`config.mk`:
```
export PLATFORM = sky130hd
export DESIGN_NAME = bmmc_ctrl
export DESIGN_NICKNAME = d
export VERILOG_FILES = /design/src/bmmc_pkg.sv /design/src/bmmc_ctrl.sv
export SDC_FILE = /design/constraint.sdc
export NUM_CORES = 1
export LEC_CHECK = 0
export ABC_AREA = 1
export BUFFER_PORTS_ARGS = -buffer_cell sky130_fd_sc_hd__buf_2
export CAP_MARGIN = 20
export CORE_MARGIN = 1.5
export CORE_UTILIZATION = 30
export DETAILED_ROUTE_END_ITERATION = 16
export HOLD_SLACK_MARGIN = 0.1
export SLEW_MARGIN = 30
export SYNTH_ARGS = -nofsm -noshare
export SYNTH_HDL_FRONTEND = slang
export SYNTH_SLANG_ARGS = --single-unit
```
`constraint.sdc`:
```
create_clock -name clk -period 1.3 [get_ports clk]
set_clock_uncertainty 0.05 [all_clocks]
set_input_delay 0 -clock clk [delete_from_list [all_inputs] [get_ports clk]]
set_output_delay 0 -clock clk [all_outputs]
set_load 0.01 [all_outputs]
```
`src/bmmc_pkg.sv`:
```
`timescale 1ns / 1ps

package bmmc_pkg;

	// bus and memory geometry that does not vary
	localparam int ADDR_W    = 24;
	localparam int DATA_W    = 16;
	localparam int CFG_IDX_W = 3;
	localparam int VRAM_BYTES = 65536;
	localparam int VRAM_AW    = 16;
	localparam int CTL_BYTES  = 256;
	localparam int CTL_AW     = 8;

	// access kinds
	localparam logic [1:0] MODE_READ = 2'd0;
	localparam logic [1:0] MODE_WORD = 2'd1;
	localparam logic [1:0] MODE_BYTE = 2'd2;

	// configuration register indexes
	localparam logic [CFG_IDX_W-1:0] CFG_VRAM_START = 3'd0;
	localparam logic [CFG_IDX_W-1:0] CFG_VRAM_END   = 3'd1;
	localparam logic [CFG_IDX_W-1:0] CFG_WRAM_START = 3'd2;
	localparam logic [CFG_IDX_W-1:0] CFG_WRAM_END   = 3'd3;

	// fixed control window addresses
	localparam logic [ADDR_W-1:0] CTL_LOW    = 24'hA13010;
	localparam logic [ADDR_W-1:0] CTL_HIGH   = 24'hA130E0;
	localparam logic [ADDR_W-1:0] CTL_STATUS = 24'hA13011;
	localparam logic [ADDR_W-1:0] MAGIC_LOW  = 24'hA13012;
	localparam logic [ADDR_W-1:0] MAGIC_HIGH = 24'hA13015;
	localparam logic [ADDR_W-1:0] CMD_ADDR   = 24'hA130B0;
	localparam logic [VRAM_AW-1:0] VRAM_MIRROR = 16'h8000;

	// controller to datapath commands
	typedef struct packed {
		logic       clear;
		logic       load;
		logic       red;
		logic       step_en;
		logic [1:0] step;
		logic       cap_hi;
		logic       cap_lo;
		logic       emit;
	} bmmc_cmd_t;

	// datapath to controller status
	typedef struct packed {
		logic clr_last;
		logic red_last;
	} bmmc_sts_t;

endpackage

```
`src/bmmc_ctrl.sv`:
```
`timescale 1ns / 1ps

module bmmc_ctrl (
	input  logic                clk,
	input  logic                arst_n,
	input  logic                in_valid,
	output logic                in_ready,
	output logic                out_valid,
	input  logic                out_ready,
	output bmmc_pkg::bmmc_cmd_t cmd,
	input  bmmc_pkg::bmmc_sts_t sts
);

	import bmmc_pkg::*;

	localparam logic [2:0] ST_CLEAR = 3'd0;
	localparam logic [2:0] ST_IDLE  = 3'd1;
	localparam logic [2:0] ST_RED   = 3'd2;
	localparam logic [2:0] ST_STEP  = 3'd3;
	localparam logic [2:0] ST_DONE  = 3'd4;

	logic [2:0] state_q;
	logic [1:0] step_q;
	logic       out_valid_q;
	logic       accept, emit;

	assign in_ready = (state_q == ST_IDLE);
	assign accept   = in_valid && in_ready;
	assign emit     = (state_q == ST_DONE) && (!out_valid_q || out_ready);

	// command decode
	always_comb begin
		cmd         = '0;
		cmd.clear   = (state_q == ST_CLEAR);
		cmd.load    = accept;
		cmd.red     = (state_q == ST_RED);
		cmd.step_en = (state_q == ST_STEP);
		cmd.step    = step_q;
		cmd.cap_hi  = (state_q == ST_STEP) && (step_q == 2'd1);
		cmd.cap_lo  = (state_q == ST_STEP) && (step_q == 2'd2);
		cmd.emit    = emit;
	end

	// sequencer
	always_ff @(posedge clk or negedge arst_n) begin
		if (!arst_n) begin
			state_q <= ST_CLEAR;
			step_q  <= '0;
		end else begin
			case (state_q)
				ST_CLEAR: begin
					if (sts.clr_last) begin
						state_q <= ST_IDLE;
					end
				end
				ST_IDLE: begin
					if (accept) begin
						state_q <= ST_RED;
					end
				end
				ST_RED: begin
					step_q <= '0;
					if (sts.red_last) begin
						state_q <= ST_STEP;
					end
				end
				ST_STEP: begin
					step_q <= step_q + 1'b1;
					if (step_q == 2'd3) begin
						state_q <= ST_DONE;
					end
				end
				ST_DONE: begin
					if (emit) begin
						state_q <= ST_IDLE;
					end
				end
				default: state_q <= ST_IDLE;
			endcase
		end
	end

	// output valid
	always_ff @(posedge clk or negedge arst_n) begin
		if (!arst_n) begin
			out_valid_q <= 1'b0;
		end else if (emit) begin
			out_valid_q <= 1'b1;
		end else if (out_ready) begin
			out_valid_q <= 1'b0;
		end
	end

	assign out_valid = out_valid_q;

endmodule

```
### Word level (Yosys, flattened, before mapping)

Cells that the tools add are included.

| operators by class | value |
|---|---|
| add/subtract/negate cells | 1 |
| multipliers | 0 |
| divide/modulo/power cells | 0 |
| $lt $le $gt $ge | 0 |
| equality and inequality tests | 12 |
| shifts and indexed selects | 0 |
| mux-type cells | 9 |
| bitwise gates (word level) | 0 |
| reductions and logical operators | 10 |

Operators with widths:

| cell | number |
|---|---|
| $mux 3 | 5 |
| $pmux 3 s5 | 1 |
| $ne 2x1->1 const B | 4 |
| $eq 3x2->1 const B | 2 |
| $reduce_and 5->1 | 1 |
| $eq 2x2->1 const B | 2 |
| $logic_and 1x1->1 | 4 |
| $pmux 2 s2 | 1 |
| $reduce_bool 2->1 | 2 |
| $eq 3x1->1 const B | 1 |
| $eq 3x3->1 const B | 1 |
| $logic_not 3->1 | 1 |
| $add 2x1->2 const B | 1 |
| $eq 2x1->1 const B | 1 |
| $mux 1 | 2 |
| $ne 2x2->1 const B | 1 |
| $logic_not 1->1 | 1 |
| $logic_or 1x1->1 | 1 |

| word-level totals | value |
|---|---|
| flip-flop bits (word level) | 6 |
| latch bits | 0 |
| memory bits (writable) | 0 |
| memory bits (read-only) | 0 |
| bits of input ports | 6 |
| output and inout port bits | 11 |
| logic and storage cells | 35 |
| memories kept | 0 |

### Depth between registers and ports, before layout

Gate-level depths: netlist of run 1.

| logic depth | value |
|---|---|
| word-level depth | 5 |
| depth in mapped cells | 7 |
| mapped depth without buffers | 7 |

### Worst setup path before layout of run 1

Ideal clock, no wire load.

| timing | value |
|---|---|
| kind | flip-flop to flip-flop |
| start | register step_q[0] |
| end | register state_q[0] |
| setup time | 119 ps |
| data arrival time | 967 ps |
| data required time | 1131 ps |
| path slack | 164 ps |
| cell stages (with the launch flop) | 8 |
| path buffers | 0 |
| clock period less this slack | 1136 ps |
| path through | dfrtp_1 > ha_1 > inv_1 > nand2_1 > nand2_1 > nor2_2 > nand3_1 > nand2_1 |

| between the ends | value |
|---|---|
| cells in the longest elaborated chain, start to end | 3 |

RTL lines:

| item | line | text |
|---|---|---|
| start, declared | bmmc_ctrl.sv:23 | `logic [1:0] step_q;` |
| start signal, assigned | bmmc_ctrl.sv:68 | `step_q <= step_q + 1'b1;` |
| $eq 2x2->1 | bmmc_ctrl.sv:69 | `if (step_q == 2'd3) begin` |
| $ne 2x1->1 (no source line) | -- |  |
| $reduce_and 5->1 (no source line) | -- |  |
| end signal, assigned | bmmc_ctrl.sv:70 | `state_q <= ST_DONE;` |
| end signal, assigned | bmmc_ctrl.sv:75 | `state_q <= ST_IDLE;` |
| end signal, assigned | bmmc_ctrl.sv:78 | `default: state_q <= ST_IDLE;` |
| end, declared | bmmc_ctrl.sv:22 | `logic [2:0] state_q;` |

No other way between the ends.
A chain may end at the register's enable or synchronous reset.

==> flow_summary.ini, run 1 <==
[routing]
postRouteAntennaNets = 0
wl_per_cell_um = 8.870
dr.pass1.iters = 2
drc = 0
vias = 425
vias_per_cell = 4.250
routed_wl_um = 887
drt_iter0_drc = 3

[sta]
period_share_pct = 95.06
slew_violations = 0
fin_crit_ns = 1.236
fmax_ghz = 0.8092
worst_slack_ns = 0.06427
relSlewSlack_pct = 82.52
whs_ns = 0.1430
hold_viol_final = 0
worst_pin_slew_ns = 0.2613
setup_viol = 0

[finish]
instances_no_fill = 100
mostFrequentLayoutCell = buf_2
n_antenna_cell = 0
syn2layout_area_growth_pct = 41.03
final_cell_mix = 16 x buf_2, 13 x inv_1, 10 x nand2_1, 6 x nor2_1, 5 x dlygate4sd3_1
nFillCells = 140
drive_above_1_share_pct = 42.35
nets = 96

[yosys]
synth_cell_types = 16
syn_area_um2 = 439.2
syn_avg_cell_area_um2 = 7.200
ys_seq_area_share_pct = 34.19
synth_nets = 70
synth_top_area_share_pct = 34.19
ys_seq_elements = 6
synth_top_area_cell = dfrtp_1
synth_area_leaders = dfrtp_1 34%, inv_1 12%, ha_1 8.5%
yosys_warnings = 0
synth_cells = 61

[global_routing]
use_met2_pct = 17.58
use_met3_pct = 3.261
grt.met1_usage_pct = 14.85
grt_max_degree = 7
grt_antenna_before_repair = 0
gr-max-usage-layer = met2
grtUsageTotal_pct = 12.12
grt_overflow = 0
grt_pass1_vias = 316
grt_first_pass_wirelength_um = 1276

[pwr]
p_per_area_nw_per_um2 = 2274
ir_drop_uv = 792.7
leakagePower_uw = 0.0003553

[critical_path]
cpPeakStageDelay_ns = 0.42
arrival_ns = 1.19
path_depth = 5
crit_buf_inv = 2
r2r.worst_path.cells = 6
critPathCaptureType = output pin
path_max_fanout = 6
crit_family = flip-flops
crit_slowest_cell = dfrtp_2
critPathKind = reg -> out
startpoint_type = register
critPathRequiredTime_ns = 1.25
critical_path.cell_chain = nand2_2, nor2_4, inv_1, nor2_1, buf_2

[die]
die_y_um = 41.26
core_area_um2 = 1334
num_io_pins = 17
die_w_um = 41.26
start_util_pct = 32.93
rows = 13
die_area_um2 = 1702

[cts]
cts_buffers = 3
cts_tree = done
cts.clk_slew.worst_paths_ns = 0.05
root_buffer = clkbuf_4
clk_latency_ns = 0.24
cts_sinks = 6
clockBufferDepth = 2
htree_levels = 1

[outcome]
status = complete, no violations

[placement]
gp_congestion = 0.7135
portBuffers = 16
hpwl_um = 711.2
placed_cells = 91
place_ws_ns = 0.04514

[run]
cap_violations = 0

[worst_hold_path]
hp-class = in -> reg
holdPathStages = 5
[tightest hold or removal path: stages]
cell     delay (ns)
buf_2          0.08
nor3_1         0.05
nor2_2         0.14
nand3_1        0.08
nand2_1        0.05
[through the flow]
stage	setup TNS, ns	total power (uW)	util [%]	cell area [um^2]
finish	0	1409	46.44	619.3
global route	-0.002253	1560	46.44	619.3
CTS	0	1396	45.31	604.3
detailed placement	0	1197	39.77	530.5
global placement	0	1190	39.77	530.5
floorplan	0	947.4	-	439.2
[sequential cells by signal (all words and copies together) (netlist names)]
signal     cells
out_valid      1
step_q         2
state_q        3
[path summary, 6_finish.rpt]
check                                start         end  slack, ns
worst max-delay path            state_q[0]      cmd[2]       0.06
worst min-delay path                sts[1]  state_q[2]       0.14
worst max register to register  state_q[0]  state_q[1]       0.10
worst min register to register   out_valid   out_valid       0.54
max in group asynchronous           arst_n  state_q[0]       0.34
min in group asynchronous           arst_n   out_valid       0.63
[report_power, final]
part | total [uW] | internal, uW | switching (uW)
clock network | 168 | 104 | 63.7
logic | 842 | 345 | 497
registers | 399 | 282 | 117
[cells by family after synthesis]
logic type | count (synthesis) | synth area share [%]
buffers and inverters | 18 | 17.09
adders and majority gates | 3 | 8.548
DFF | 6 | 34.19
AOI/OAI and AO/OA | 5 | 5.984
and+or+nand+nor | 29 | 34.19
[synthesized netlist by cell type (all sizes together)]
cell,number
inv,16
buf,2
a21oi,2
dfrtp,6
nand2,11
o21ai,2
o22ai,1
ha,3
nand3,6
nor3,1
nor2,11
[final cells by class]
cell class	instances	area, um^2	area share, %
Clock buffer	3	22.52	3.636
Inverter	16	60.06	9.697
Multi-Input combinational cell	37	220.2	35.56
Sequential cell	6	152.6	24.65
Tap cell	15	18.77	3.030
Timing Repair Buffer	23	145.1	23.43
[per-layer routing]
layer / part of all wire (%) / routed length (um) / vias to the layer above
li1: - / - / 230
met1: 44 / 387 / 187
met2: 52 / 459 / 6
met3: 3.9 / 35 / 2
met4: 0.56 / 5 / 0
met5: 0 / 0 / -
[timing repair]
item | CTS | global route
setup buffers | 0 | 1
hold buffers | 5 | 0
endpoints found under the setup margin | 2 | 7
resized for setup | 1 | 4
hold endpoints to repair | 10 | 0
Power figures use the tool's default switching activity.
==> inputs of run 2 (changes only) <==
- clock period: 1.3 -> 1.5 ns (I/O delays scaled with it)
==> run 2 against run 1 <==
- die area stayed put
- clock power is 11% lower
- largest power group unchanged
- worst setup slack better by 0.15 ns
- count of clock-buffer cells in the layout stayed put
- critical path depth stayed put
- power is 18% lower
- sequential share of layout area is 0.56 points higher
- final cell count is 2.0% lower
- flip-flop and latch count stayed put
- via count is 4.7% lower
- highest routed layer unchanged
- wire length is 5.9% lower
==> flow_summary.ini, run 2 (synthesis results as in run 1) <==
[finish]
final_cell_area_um2 = 595.6
mostFrequentLayoutCell = buf_2
nets = 94
n_antenna_cell = 0
drive_above_1_share_pct = 34.94
final_core_util_pct = 44.65
largest_register_ffs = 3
top_register = state_q
nFillCells = 133
syn2layout_area_growth_pct = 35.61
final_cell_mix = 16 x buf_2, 14 x inv_1, 10 x nand2_1, 7 x nor2_1, 6 x dfrtp_1

[routing]
postRouteAntennaNets = 0
drc = 0
routed_wl_um = 835
wl_per_cell_um = 8.520
vias_per_cell = 4.133
dr.pass1.iters = 2
vias = 405
drt_iter0_drc = 4

[critical_path]
crit_buf_inv = 2
path_max_fanout = 6
arrival_ns = 1.24
startpoint_type = register
crit_family = flip-flops
cpPeakStageDelay_ns = 0.45
critPathCaptureType = output pin
critical_path.cell_chain = nand2_2, nor2_4, inv_1, nor2_1, buf_2
crit_slowest_cell = dfrtp_1
critPathRequiredTime_ns = 1.45
critPathKind = reg -> out

[die]
start_util_pct = 32.93
die_w_um = 41.26
core_area_um2 = 1334
die_y_um = 41.26
num_io_pins = 17
die_area_um2 = 1702
rows = 13

[sta]
rsz0062_at_grt = no
period_share_pct = 85.89
worst_pin_slew_ns = 0.2760
whs_ns = 0.1288
setup_viol = 0
fin_crit_ns = 1.288
fin_setup_tns_ns = 0
hold_viol_final = 0
fmax_ghz = 0.7762
relSlewSlack_pct = 81.60
slew_violations = 0

[cts]
cts_sinks = 6
post-cts-setup-buffer-count = 0
htree_levels = 1
cts.clk_slew.worst_paths_ns = 0.04
clockBufferDepth = 2
cts-resized-gates = 0
clk_latency_ns = 0.24
cts_tree = done
cts_buffers = 3
root_buffer = clkbuf_4

[pwr]
leakagePower_uw = 0.0003498
p_per_area_nw_per_um2 = 1937
ir_drop_uv = 617.3

[outcome]
status = complete, no violations

[worst_hold_path]
hp-class = in -> reg

[placement]
gp_congestion = 0.7127
hpwl_um = 671.5
place_area_um2 = 523.0
portBuffers = 16

[global_routing]
grtUsageTotal_pct = 12.12
grt_overflow = 0
grt_antenna_before_repair = 0
grt_first_pass_wirelength_um = 1262
grt_pass1_vias = 335
grt_max_degree = 7

[run]
cap_violations = 0
## run 2: final cells by class
class | count | area [um^2] | area share [%]
clock buffers | 3 | 22.52 | 3.782
inverters | 16 | 60.06 | 10.08
multi-input cells | 37 | 214.0 | 35.92
flip-flops and latches | 6 | 150.1 | 25.21
well taps | 15 | 18.77 | 3.151
repair buffers | 21 | 130.1 | 21.85
## run 2: final timing paths
| path | from | endpoint | slack, ns | depth (start not counted) |
|---|---|---|---|---|
| worst max register to register | state_q[0] | state_q[1] | 0.27 | 6 |
| worst max-delay path | state_q[0] | cmd[2] | 0.21 | 5 |
| worst min register to register | out_valid | out_valid | 0.49 | 2 |
| min in group asynchronous | arst_n | state_q[1] | 0.63 | 3 |
| max in group asynchronous | arst_n | state_q[0] | 0.56 | 3 |
| worst min-delay path | sts[1] | state_q[2] | 0.13 | 5 |
## run 2: where the power goes
group          switching, uW  internal, uW  leakage (uW)
sequential              99.2           239     0.0000768
clock                   58.4          90.5     0.0000138
combinational            408           259      0.000259
total                    565           588      0.000350
## run 2: routing by layer
metal,global-route usage [%],wire length (um),up-vias
li1,-,-,224
met1,13.20,384,169
met2,19.53,398,8
met3,3.261,33,4
met4,9.677,19,0
met5,0,0,-
## run 2: worst reg2reg max path, cell delays in order (launching register included)
cell and delay, ns:
dfrtp_1 0.44, inv_1 0.14, nand3_2 0.11, nor2_1 0.16, nor2_2 0.07, nand3_1 0.09, nand2_1 0.05
## run 2: through the flow
step,power [uW],instances,setup slack [ns]
2_1_floorplan,821.1,61,0.3644
3_3_place_gp,1010,90,0.2409
3_5_place_dp,1003,90,0.2722
4_1_cts,1173,98,0.1902
5_1_grt,1286,98,0.09363
6_report,1153,98,0.2117
## run 2: timing repair
action                                  CTS  global route
endpoints found under the hold margin    10             0
hold buffers                              5             0
endpoints found under the setup margin    0             0
==> inputs of run 3 (changes only) <==
- REMOVE_ABC_BUFFERS: unset -> 1
==> run 3 against run 2 <==
- final cell count did not move
- clock power about the same
- largest cell class unchanged
- register-to-register slack worse by 0.04 ns
- worst setup slack got worse by 0.014 ns
- largest power group unchanged
- wire length grew 6.8%
- die area is the same
==> flow_summary.ini, run 3 (synthesis results as in run 1) <==
[global_routing]
grt_max_degree = 7
grt_antenna_before_repair = 0
grtUsageTotal_pct = 13.12
grt_pass1_vias = 329
grt_first_pass_wirelength_um = 1283
grt_overflow = 0

[cts]
cts_sinks = 6
cts_tree = done
post-cts-setup-buffer-count = 0
cts-resized-gates = 0
root_buffer = clkbuf_4
clk_latency_ns = 0.25
htree_levels = 1
clockBufferDepth = 2
cts.clk_slew.worst_paths_ns = 0.05
cts_hold_buf = 5
cts_buffers = 3

[critical_path]
path_max_fanout = 6
startpoint_type = register
critPathKind = reg -> out
r2r.worst_path.cells = 6
arrival_ns = 1.25
critPathCaptureType = output pin
critPathRequiredTime_ns = 1.45

[die]
die_w_um = 41.26
die_y_um = 41.26
rows = 13
core_area_um2 = 1334
num_io_pins = 17
die_area_um2 = 1702
start_util_pct = 32.93

[placement]
place_area_um2 = 523.0
gp_congestion = 0.7358
placed_cells = 90
portBuffers = 16
hpwl_um = 691.5

[finish]
final_cell_area_um2 = 595.6
largest_register_ffs = 3
drive_above_1_share_pct = 34.94
mostFrequentLayoutCell = buf_2
final_core_util_pct = 44.65
syn2layout_area_growth_pct = 35.61
instances_no_fill = 98
final_cell_mix = 16 x buf_2, 14 x inv_1, 10 x nand2_1, 7 x nor2_1, 6 x dfrtp_1
nets = 94
top_register = state_q
n_antenna_cell = 0

[sta]
fin_crit_ns = 1.302
period_share_pct = 86.82
hold_viol_final = 0
worst_pin_slew_ns = 0.2779
fin_setup_tns_ns = 0
slew_violations = 0
rsz0062_at_grt = no
fmax_ghz = 0.7679
setup_viol = 0
relSlewSlack_pct = 81.41

[routing]
drt_iter0_drc = 6
dr.pass1.iters = 4
postRouteAntennaNets = 0
vias_per_cell = 4.408
drc = 0
wl_per_cell_um = 9.102
routed_wl_um = 892
vias = 432

[worst_hold_path]
holdPathStages = 5
hp-class = in -> reg

[pwr]
power_uw = 1164
leakagePower_uw = 0.0003498
p_per_area_nw_per_um2 = 1955
ir_drop_uv = 723.5

[run]
cap_violations = 0

[outcome]
status = complete, no violations
## run 3: cell counts in the layout (fill, tap and decap cells not counted)
Identical to the previous run, type by type.
## run 3: area by class of cell
| type | instances | area (um^2) |
|---|---|---|
| clock buffer | 3 | 22.52 |
| inverter | 16 | 60.06 |
| multi-input combinational | 37 | 214.0 |
| timing repair buffer | 21 | 130.1 |
| sequential | 6 | 150.1 |
| fill | 136 | 738.2 |
| tap | 15 | 18.77 |
## run 3: final timing paths
| path | start | slack [ns] | to |
|---|---|---|---|
| worst max-delay path | state_q[0] | 0.20 | cmd[2] |
| worst min-delay path | sts[1] | 0.16 | state_q[2] |
| worst max register to register | state_q[0] | 0.23 | state_q[0] |
| worst min register to register | out_valid | 0.48 | out_valid |
| max in group asynchronous | arst_n | 0.51 | step_q[0] |
| min in group asynchronous | arst_n | 0.66 | out_valid |
## run 3: critical path: stages, from the launching register on
cell and delay (ns):
dfrtp_1 0.45, nand2_2 0.10, nor2_4 0.16, inv_1 0.09, nor2_1 0.08, buf_2 0.13
## run 3: power breakdown
group          internal [uW]  total, uW  switching [uW]
combinational            260        679             419
clock                   90.5        148            57.8
sequential               239        337            98.1
total                    589       1160             575
## run 3: metrics by stage
stage | hold WS (ns) | worst slack, ns
after floorplan | -0.3456 | 0.3644
after global placement | -0.2203 | 0.2523
after detailed placement | -0.2197 | 0.2250
after CTS | 0.1597 | 0.1826
after global routing | 0.1813 | 0.07295
final | 0.1571 | 0.1977
## run 3: routing by layer
metal	vias up	global-route usage, %	part of all wire, %
li1	228	-	-
met1	191	12.83	44
met2	11	19.92	51
met3	2	9.783	4.3
met4	0	7.258	0.90
met5	-	0	0
